## src/hw/rtl/afd_pkg.sv

```systemverilog
// Types and constants of the accelerometer fall detector.
package afd_pkg;

	typedef enum logic [2:0] {
		PH_IDLE      = 3'd0,
		PH_FREE      = 3'd1,
		PH_IMPACT    = 3'd2,
		PH_WATCH     = 3'd3,
		PH_CONFIRMED = 3'd4
	} phase_t;

	// register indexes on the configuration channel
	localparam logic [2:0] REG_FREE_FALL_LEVEL = 3'd0;
	localparam logic [2:0] REG_IMPACT_LEVEL    = 3'd1;
	localparam logic [2:0] REG_STILL_LEVEL     = 3'd2;
	localparam logic [2:0] REG_IMPACT_WINDOW   = 3'd3;
	localparam logic [2:0] REG_SETTLE          = 3'd4;
	localparam logic [2:0] REG_WATCH           = 3'd5;

	localparam logic [31:0] RST_FREE_FALL_LEVEL = 32'd377487;
	localparam logic [31:0] RST_IMPACT_LEVEL    = 32'd37748736;
	localparam logic [31:0] RST_STILL_LEVEL     = 32'd9437184;
	localparam logic [15:0] RST_IMPACT_WINDOW   = 16'd500;
	localparam logic [15:0] RST_SETTLE          = 16'd1000;
	localparam logic [15:0] RST_WATCH           = 16'd3000;

	typedef struct packed {
		logic [31:0] free_fall_level_sq;
		logic [31:0] impact_level_sq;
		logic [31:0] still_level_sq;
		logic [15:0] impact_window_ms;
		logic [15:0] settle_ms;
		logic [15:0] watch_ms;
	} cfg_t;

	typedef struct packed {
		logic [31:0] magnitude_sq;
		phase_t      detector_state;
	} res_t;

endpackage

```

## src/hw/rtl/afd_square.sv

```systemverilog
// Absolute value and square of one signed axis reading.
module afd_square (
	input  logic signed [15:0] axis,
	output logic [31:0]        square
);

	logic [16:0] mag;
	logic [33:0] prod;

	// most negative reading gives 32768, hence 17 bits
	always_comb begin
		if (axis[15]) begin
			mag = 17'h10000 - {1'b0, axis};
		end else begin
			mag = {1'b0, axis};
		end
	end

	assign prod   = mag * mag;
	assign square = prod[31:0];

endmodule

```

## src/hw/rtl/afd_fsm.sv

```systemverilog
// Magnitude sum, threshold compares and the five-phase fall detector.
module afd_fsm (
	input  logic               clk,
	input  logic               arst_n,
	input  logic               step,
	input  logic               clear,
	input  logic [31:0]        sq_x,
	input  logic [31:0]        sq_y,
	input  logic [31:0]        sq_z,
	input  logic [31:0]        now_ms,
	input  afd_pkg::cfg_t      cfg,
	output afd_pkg::res_t      res
);

	afd_pkg::phase_t phase_q, phase_d;
	logic [31:0]     phase_start_q, phase_start_d;
	logic [31:0]     mag;
	logic [31:0]     elapsed;

	// three squares of at most 2^30 each, so the sum never wraps
	assign mag     = sq_x + sq_y + sq_z;
	assign elapsed = now_ms - phase_start_q;

	always_ff @(posedge clk or negedge arst_n) begin
		if (!arst_n) begin
			phase_q       <= afd_pkg::PH_IDLE;
			phase_start_q <= '0;
		end else if (step) begin
			phase_q       <= phase_d;
			phase_start_q <= phase_start_d;
		end
	end

	always_comb begin
		phase_d       = phase_q;
		phase_start_d = phase_start_q;
		if (clear) begin
			phase_d = afd_pkg::PH_IDLE;
		end else begin
			case (phase_q)
				afd_pkg::PH_FREE: begin
					if (mag > cfg.impact_level_sq && elapsed < {16'd0, cfg.impact_window_ms}) begin
						phase_d       = afd_pkg::PH_IMPACT;
						phase_start_d = now_ms;
					end else if (elapsed >= {16'd0, cfg.impact_window_ms}) begin
						phase_d = afd_pkg::PH_IDLE;
					end
				end
				afd_pkg::PH_IMPACT: begin
					if (elapsed > {16'd0, cfg.settle_ms}) begin
						phase_d       = afd_pkg::PH_WATCH;
						phase_start_d = now_ms;
					end
				end
				afd_pkg::PH_WATCH: begin
					if (elapsed > {16'd0, cfg.watch_ms} && mag < cfg.still_level_sq) begin
						phase_d = afd_pkg::PH_CONFIRMED;
					end
				end
				afd_pkg::PH_CONFIRMED: begin
					phase_d = afd_pkg::PH_CONFIRMED;
				end
				default: begin
					if (mag < cfg.free_fall_level_sq) begin
						phase_d       = afd_pkg::PH_FREE;
						phase_start_d = now_ms;
					end else begin
						phase_d = afd_pkg::PH_IDLE;
					end
				end
			endcase
		end
		res.magnitude_sq   = clear ? 32'd0 : mag;
		res.detector_state = phase_d;
	end

endmodule

```

## src/hw/rtl/accel_fall_detector_core.sv

```systemverilog
// Accelerometer fall detector: three-axis samples in, one status beat out per beat.
//
// Slave stream: s_tdata carries x, y, z (signed counts) and the millisecond
// timestamp; s_tuser is the action bit (0 sample, 1 clear to idle).
// Master stream: one beat per input beat with the squared magnitude, the
// detector phase (0 idle .. 4 confirmed) and the fall flag.
// Configuration: cfg_valid/cfg_ready with a 3-bit register index and 32-bit
// data; an unknown index is ignored. Write only while the block is idle.
// Pipeline: input register, squaring stage, phase update into the output
// register.
// Throughput: one beat per cycle while the master side accepts; the phase
// register is updated in the last stage, so consecutive beats follow each other without a gap.
// Reset: phase goes to idle, the phase start time to zero and every
// configuration register to its default; all stages empty.
// Stall: a held master beat keeps its data; stages behind it fill up and
// s_tready falls only when all three are occupied.
module accel_fall_detector_core (
	input  logic        clk,
	input  logic        arst_n,
	input  logic        s_tvalid,
	output logic        s_tready,
	input  logic [79:0] s_tdata,   // accel_x[15:0], accel_y[31:16], accel_z[47:32], now_ms[79:48]
	input  logic [0:0]  s_tuser,   // action[0]
	output logic        m_tvalid,
	input  logic        m_tready,
	output logic [39:0] m_tdata,   // magnitude_sq[31:0], detector_state[34:32], fall_flag[35], zero
	input  logic        cfg_valid,
	output logic        cfg_ready,
	input  logic [2:0]  cfg_index,
	input  logic [31:0] cfg_data
);

	afd_pkg::cfg_t cfg_q;

	logic               valid_s1, valid_s2, m_valid_q;
	logic               action_s1, action_s2;
	logic signed [15:0] ax_s1, ay_s1, az_s1;
	logic [31:0]        now_s1, now_s2;
	logic [31:0]        sqx, sqy, sqz;
	logic [31:0]        sqx_s2, sqy_s2, sqz_s2;
	logic               ready_out, ready_s2, ready_s1, step;
	afd_pkg::res_t      res, res_q;

	// configuration registers
	assign cfg_ready = 1'b1;

	always_ff @(posedge clk or negedge arst_n) begin
		if (!arst_n) begin
			cfg_q.free_fall_level_sq <= afd_pkg::RST_FREE_FALL_LEVEL;
			cfg_q.impact_level_sq    <= afd_pkg::RST_IMPACT_LEVEL;
			cfg_q.still_level_sq     <= afd_pkg::RST_STILL_LEVEL;
			cfg_q.impact_window_ms   <= afd_pkg::RST_IMPACT_WINDOW;
			cfg_q.settle_ms          <= afd_pkg::RST_SETTLE;
			cfg_q.watch_ms           <= afd_pkg::RST_WATCH;
		end else if (cfg_valid) begin
			case (cfg_index)
				afd_pkg::REG_FREE_FALL_LEVEL: cfg_q.free_fall_level_sq <= cfg_data;
				afd_pkg::REG_IMPACT_LEVEL:    cfg_q.impact_level_sq    <= cfg_data;
				afd_pkg::REG_STILL_LEVEL:     cfg_q.still_level_sq     <= cfg_data;
				afd_pkg::REG_IMPACT_WINDOW:   cfg_q.impact_window_ms   <= cfg_data[15:0];
				afd_pkg::REG_SETTLE:          cfg_q.settle_ms          <= cfg_data[15:0];
				afd_pkg::REG_WATCH:           cfg_q.watch_ms           <= cfg_data[15:0];
				default: ;
			endcase
		end
	end

	// each stage moves when the one ahead is empty or moving
	assign ready_out = !m_valid_q || m_tready;
	assign ready_s2  = !valid_s2 || ready_out;
	assign ready_s1  = !valid_s1 || ready_s2;
	assign s_tready  = ready_s1;
	assign step      = valid_s2 && ready_out;

	always_ff @(posedge clk or negedge arst_n) begin
		if (!arst_n) begin
			valid_s1  <= 1'b0;
			valid_s2  <= 1'b0;
			m_valid_q <= 1'b0;
		end else begin
			if (ready_s1) begin
				valid_s1 <= s_tvalid;
			end
			if (ready_s2) begin
				valid_s2 <= valid_s1;
			end
			if (ready_out) begin
				m_valid_q <= valid_s2;
			end
		end
	end

	always_ff @(posedge clk) begin
		if (ready_s1 && s_tvalid) begin
			action_s1 <= s_tuser[0];
			ax_s1     <= s_tdata[15:0];
			ay_s1     <= s_tdata[31:16];
			az_s1     <= s_tdata[47:32];
			now_s1    <= s_tdata[79:48];
		end
		if (ready_s2 && valid_s1) begin
			action_s2 <= action_s1;
			sqx_s2    <= sqx;
			sqy_s2    <= sqy;
			sqz_s2    <= sqz;
			now_s2    <= now_s1;
		end
		if (step) begin
			res_q <= res;
		end
	end

	afd_square u_sq_x (.axis(ax_s1), .square(sqx));
	afd_square u_sq_y (.axis(ay_s1), .square(sqy));
	afd_square u_sq_z (.axis(az_s1), .square(sqz));

	afd_fsm u_fsm (
		.clk    (clk),
		.arst_n (arst_n),
		.step   (step),
		.clear  (action_s2),
		.sq_x   (sqx_s2),
		.sq_y   (sqy_s2),
		.sq_z   (sqz_s2),
		.now_ms (now_s2),
		.cfg    (cfg_q),
		.res    (res)
	);

	assign m_tvalid = m_valid_q;
	assign m_tdata  = {4'd0,
		(res_q.detector_state == afd_pkg::PH_CONFIRMED),
		res_q.detector_state,
		res_q.magnitude_sq};

endmodule

```

## config.mk

```make
export PLATFORM = sky130hd
export DESIGN_NAME = accel_fall_detector_core
export DESIGN_NICKNAME = d
export VERILOG_FILES = /design/src/hw/rtl/afd_pkg.sv /design/src/hw/rtl/afd_square.sv /design/src/hw/rtl/afd_fsm.sv /design/src/hw/rtl/accel_fall_detector_core.sv
export SDC_FILE = /design/constraint.sdc
export NUM_CORES = 2
export LEC_CHECK = 0
export BUFFER_PORTS_ARGS = -buffer_cell sky130_fd_sc_hd__buf_2
export CAP_MARGIN = 20
export CORE_MARGIN = 5
export CORE_UTILIZATION = 40
export DETAILED_ROUTE_END_ITERATION = 12
export GPL_TIMING_DRIVEN = 0
export PLACE_DENSITY = 0.61
export SLEW_MARGIN = 5
export SYNTH_ARGS = -nofsm -noshare
export SYNTH_HDL_FRONTEND = slang
export SYNTH_HIERARCHICAL = 1
export SYNTH_SLANG_ARGS = --single-unit
export TNS_END_PERCENT = 30
```

## constraint.sdc

```tcl
create_clock -name clk -period 12.44 [get_ports clk]
set_clock_uncertainty 0.15 [all_clocks]
set_input_delay 1.866 -clock clk [delete_from_list [all_inputs] [get_ports clk]]
set_output_delay 1.866 -clock clk [all_outputs]
set_load 0.01 [all_outputs]
```

==> results.cfg <==
[status]
status = completed

[placed_design]
port_buffers = 157
place_area_um2 = 50600
dp.final_hpwl_mm = 92.0
gp_congestion = 0.886

[setup_path]
cp.required_ns = 12.67
crit_slowest_cell = clkinv_1
critPathArrivalTime_ns = 9.96
cpPeakStageDelay_ns = 0.64
crit_type = reg2reg
end_kind = flop
cp-start-kind = flop
timing.critical_path.mode_cell = fa_1
cp_max_fo = 10

[cts]
cts_buffer_depth = 3
cts_buffers = 53
post_cts_buffers = 0
clkTransAtPathRegs_ns = 0.06
clockRootBuffer = clkbuf_16
insertion_delay_ns = 0.65
hold_buffers = 0
cts_tree = done
postCtsResizedCells = 0
cts_sinks = 427
htreeDepth = 2

[die]
die-area_um2 = 125000
initial_utilization_pct = 40.1
fp.dieH_um = 354
row_count = 126
core_area_um2 = 118000
die_w_um = 354
io_pins = 164

[yosys]
syn_inst = 4552
ys_seq_area_share_pct = 25.3
synth_area_leaders = fa_1, edfxtp_1, ha_1
yosysUniqueCellTypes = 108
syn_avg_cell_area_um2 = 10.4
ys_ff_latch = 427
yosysTopAreaCell = fa_1
synth_edf_count = 245
yosysTopAreaCellShare_pct = 25.8
synthFlopType = edfxtp_1
ys_warn_count = 6
async_reset_ff_share_pct = 42.6
syn_area_um2 = 47300

[global_route]
grt_pass1_wl_mm = 180
grt_pass1_vias = 33900
grtUsageTotal_pct = 18.0
antenna_found_initial = 17
grt-ovfl-total = 0
grt_max_degree = 95

[timing]
maxSlewHeadroom_pct = 26.9
period_share_pct = 78.2
timing.fmax_ghz = 0.103
rsz0062_at_grt = no
hold_viol_final = 0
drv_slew = 0
worstMarginPinSlew_ns = 1.09
fin_crit_ns = 9.73
setup_violations = 0

[detailed_routing]
via_per_inst = 4.93
vias = 31900
drc = 0
drtIter0Drc = 1732
wl_per_cell_um = 17.2
drt-total-wl_mm = 111
drtAntennaViolNets = 0
dr.pass1.iters = 5

[flow_run]
max_cap_violations = 0

[worst_hold_path]
hold_class = reg2reg

[finish]
drive_above_1_share_pct = 11.3
syn_to_final_growth_pct = 10.7
final_cell_area_um2 = 52300
finalNetCount = 6103
[final timing paths]
kind	endpoint	cells after the start	startpoint	slack, ns
worst min register to register	now_s2[27]$_DFFE_PP_	0	now_s1[27]$_DFFE_PP_	0.27
min in group asynchronous	u_fsm/phase_start_q[4]$_DFFE_PN0P_	1	arst_n	1.12
worst max-delay path	sqy_s2[27]$_DFFE_PP_	29	ay_s1[0]$_DFFE_PP_	2.71
worst min-delay path	now_s2[27]$_DFFE_PP_	0	now_s1[27]$_DFFE_PP_	0.27
max in group asynchronous	cfg_q[71]$_DFFE_PN1P_	2	arst_n	10.05
worst max register to register	sqy_s2[27]$_DFFE_PP_	29	ay_s1[0]$_DFFE_PP_	2.71
[cell usage after synthesis, types with 35 or more instances]
| cell | instances |
|---|---|
| inv_1 | 1077 |
| fa_1 | 610 |
| ha_1 | 494 |
| nand2_1 | 326 |
| edfxtp_1 | 245 |
| nor2_1 | 220 |
| a21oi_1 | 163 |
| dfrtp_1 | 149 |
| xnor2_1 | 120 |
| o21ai_0 | 118 |
| mux2_4 | 103 |
| a21o_1 | 89 |
| mux2_2 | 72 |
| xor2_1 | 60 |
| clkbuf_1 | 56 |
| o21a_1 | 46 |
| and2_1 | 41 |
| nand4_1 | 40 |
| nand2b_1 | 38 |
| nor3_1 | 37 |
| nand3_1 | 35 |
[worst max-delay path, delay by kind of cell (launching register included)]
| kind | cells | cell delay [ns] |
|---|---|---|
| adder cells (fa/ha/maj) | 8 | 3.34 |
| buffers and inverters | 9 | 2.15 |
| AND/OR/NAND/NOR | 6 | 1.42 |
| AO/OA/AOI/OAI | 4 | 1.40 |
| XOR/XNOR | 2 | 0.56 |
| flip-flops | 1 | 0.39 |
[layout by cell type, fill, tap and decap left out, drive strengths merged, types with 8 or more instances in the layout]
cell type / n
and2: 44
nand2: 326
edfxtp: 245
nor2: 222
nand3: 35
clkbuf: 131
fa: 610
clkinv: 26
nor2b: 30
nor3b: 9
xnor2: 122
xor2: 60
conb: 110
a211oi: 31
dfrtp: 149
or2: 12
nand2b: 40
or4: 11
buf: 205
a31oi: 13
o31ai: 18
mux2: 177
a21boi: 9
o21a: 46
a21o: 89
ha: 494
and3: 17
o21bai: 11
o21ai: 120
nand4: 40
inv: 1085
o211ai: 15
a21oi: 164
nand3b: 8
or3: 8
nor3: 37
dfstp: 33
[logic make-up after synthesis]
group | Yosys count | synth area share (%)
other cells | 8 | 0.0636
xor+xnor | 182 | 3.41
fa+ha+maj | 1104 | 38.9
flops | 427 | 25.3
compound gates | 598 | 8.38
simple gates | 867 | 8.86
mux | 182 | 5.14
buf+inv | 1184 | 9.93
[metrics by stage]
step	hold WS [ns]	utilization, %	instances	setup WS [ns]	TNS [ns]
6_report	0.271	44.4	6462	2.71	0
3_3_place_gp	0.255	42.7	6347	-4.75	-608.80
2_1_floorplan	0.250	-	4654	0.245	0
3_5_place_dp	0.256	42.9	6357	2.75	0
5_1_grt	0.281	44.4	6459	2.13	0
4_1_cts	0.272	44.4	6455	2.70	0
[metal layers]
| metal | global-route usage, % | vias up | wire, µm |
|---|---|---|---|
| met4 | 4.70 | 6 | 2910 |
| met5 | 0 | - | 40 |
| met1 | 23.2 | 16000 | 47700 |
| met2 | 31.4 | 596 | 54500 |
| met3 | 3.02 | 143 | 5700 |
| li1 | - | 15200 | - |
[area by class of cell]
cell class,count,area [µm²]
multi-input cells,3043,31000
repair buffers,169,1010
clock inverters,24,274
plain buffers,93,597
fillers,11200,65400
well taps,1536,1920
flip-flops and latches,427,12000
inverters,1091,4100
clock buffers,74,1460
diodes,5,12.5
[flip-flops by register name, summed over array words and instances (netlist names), 3 cells and up]
signal	count
ax_s1	16
ay_s1	16
az_s1	16
cfg_q	144
m_tdata	35
now_s1	32
now_s2	32
sqx_s2	32
sqy_s2	32
sqz_s2	32
u_fsm/phase_q	3
u_fsm/phase_start_q	32
Power is left out: the tool's default activity adds up to more than one toggle a clock period on the data nets, which glitch-free logic cannot reach.
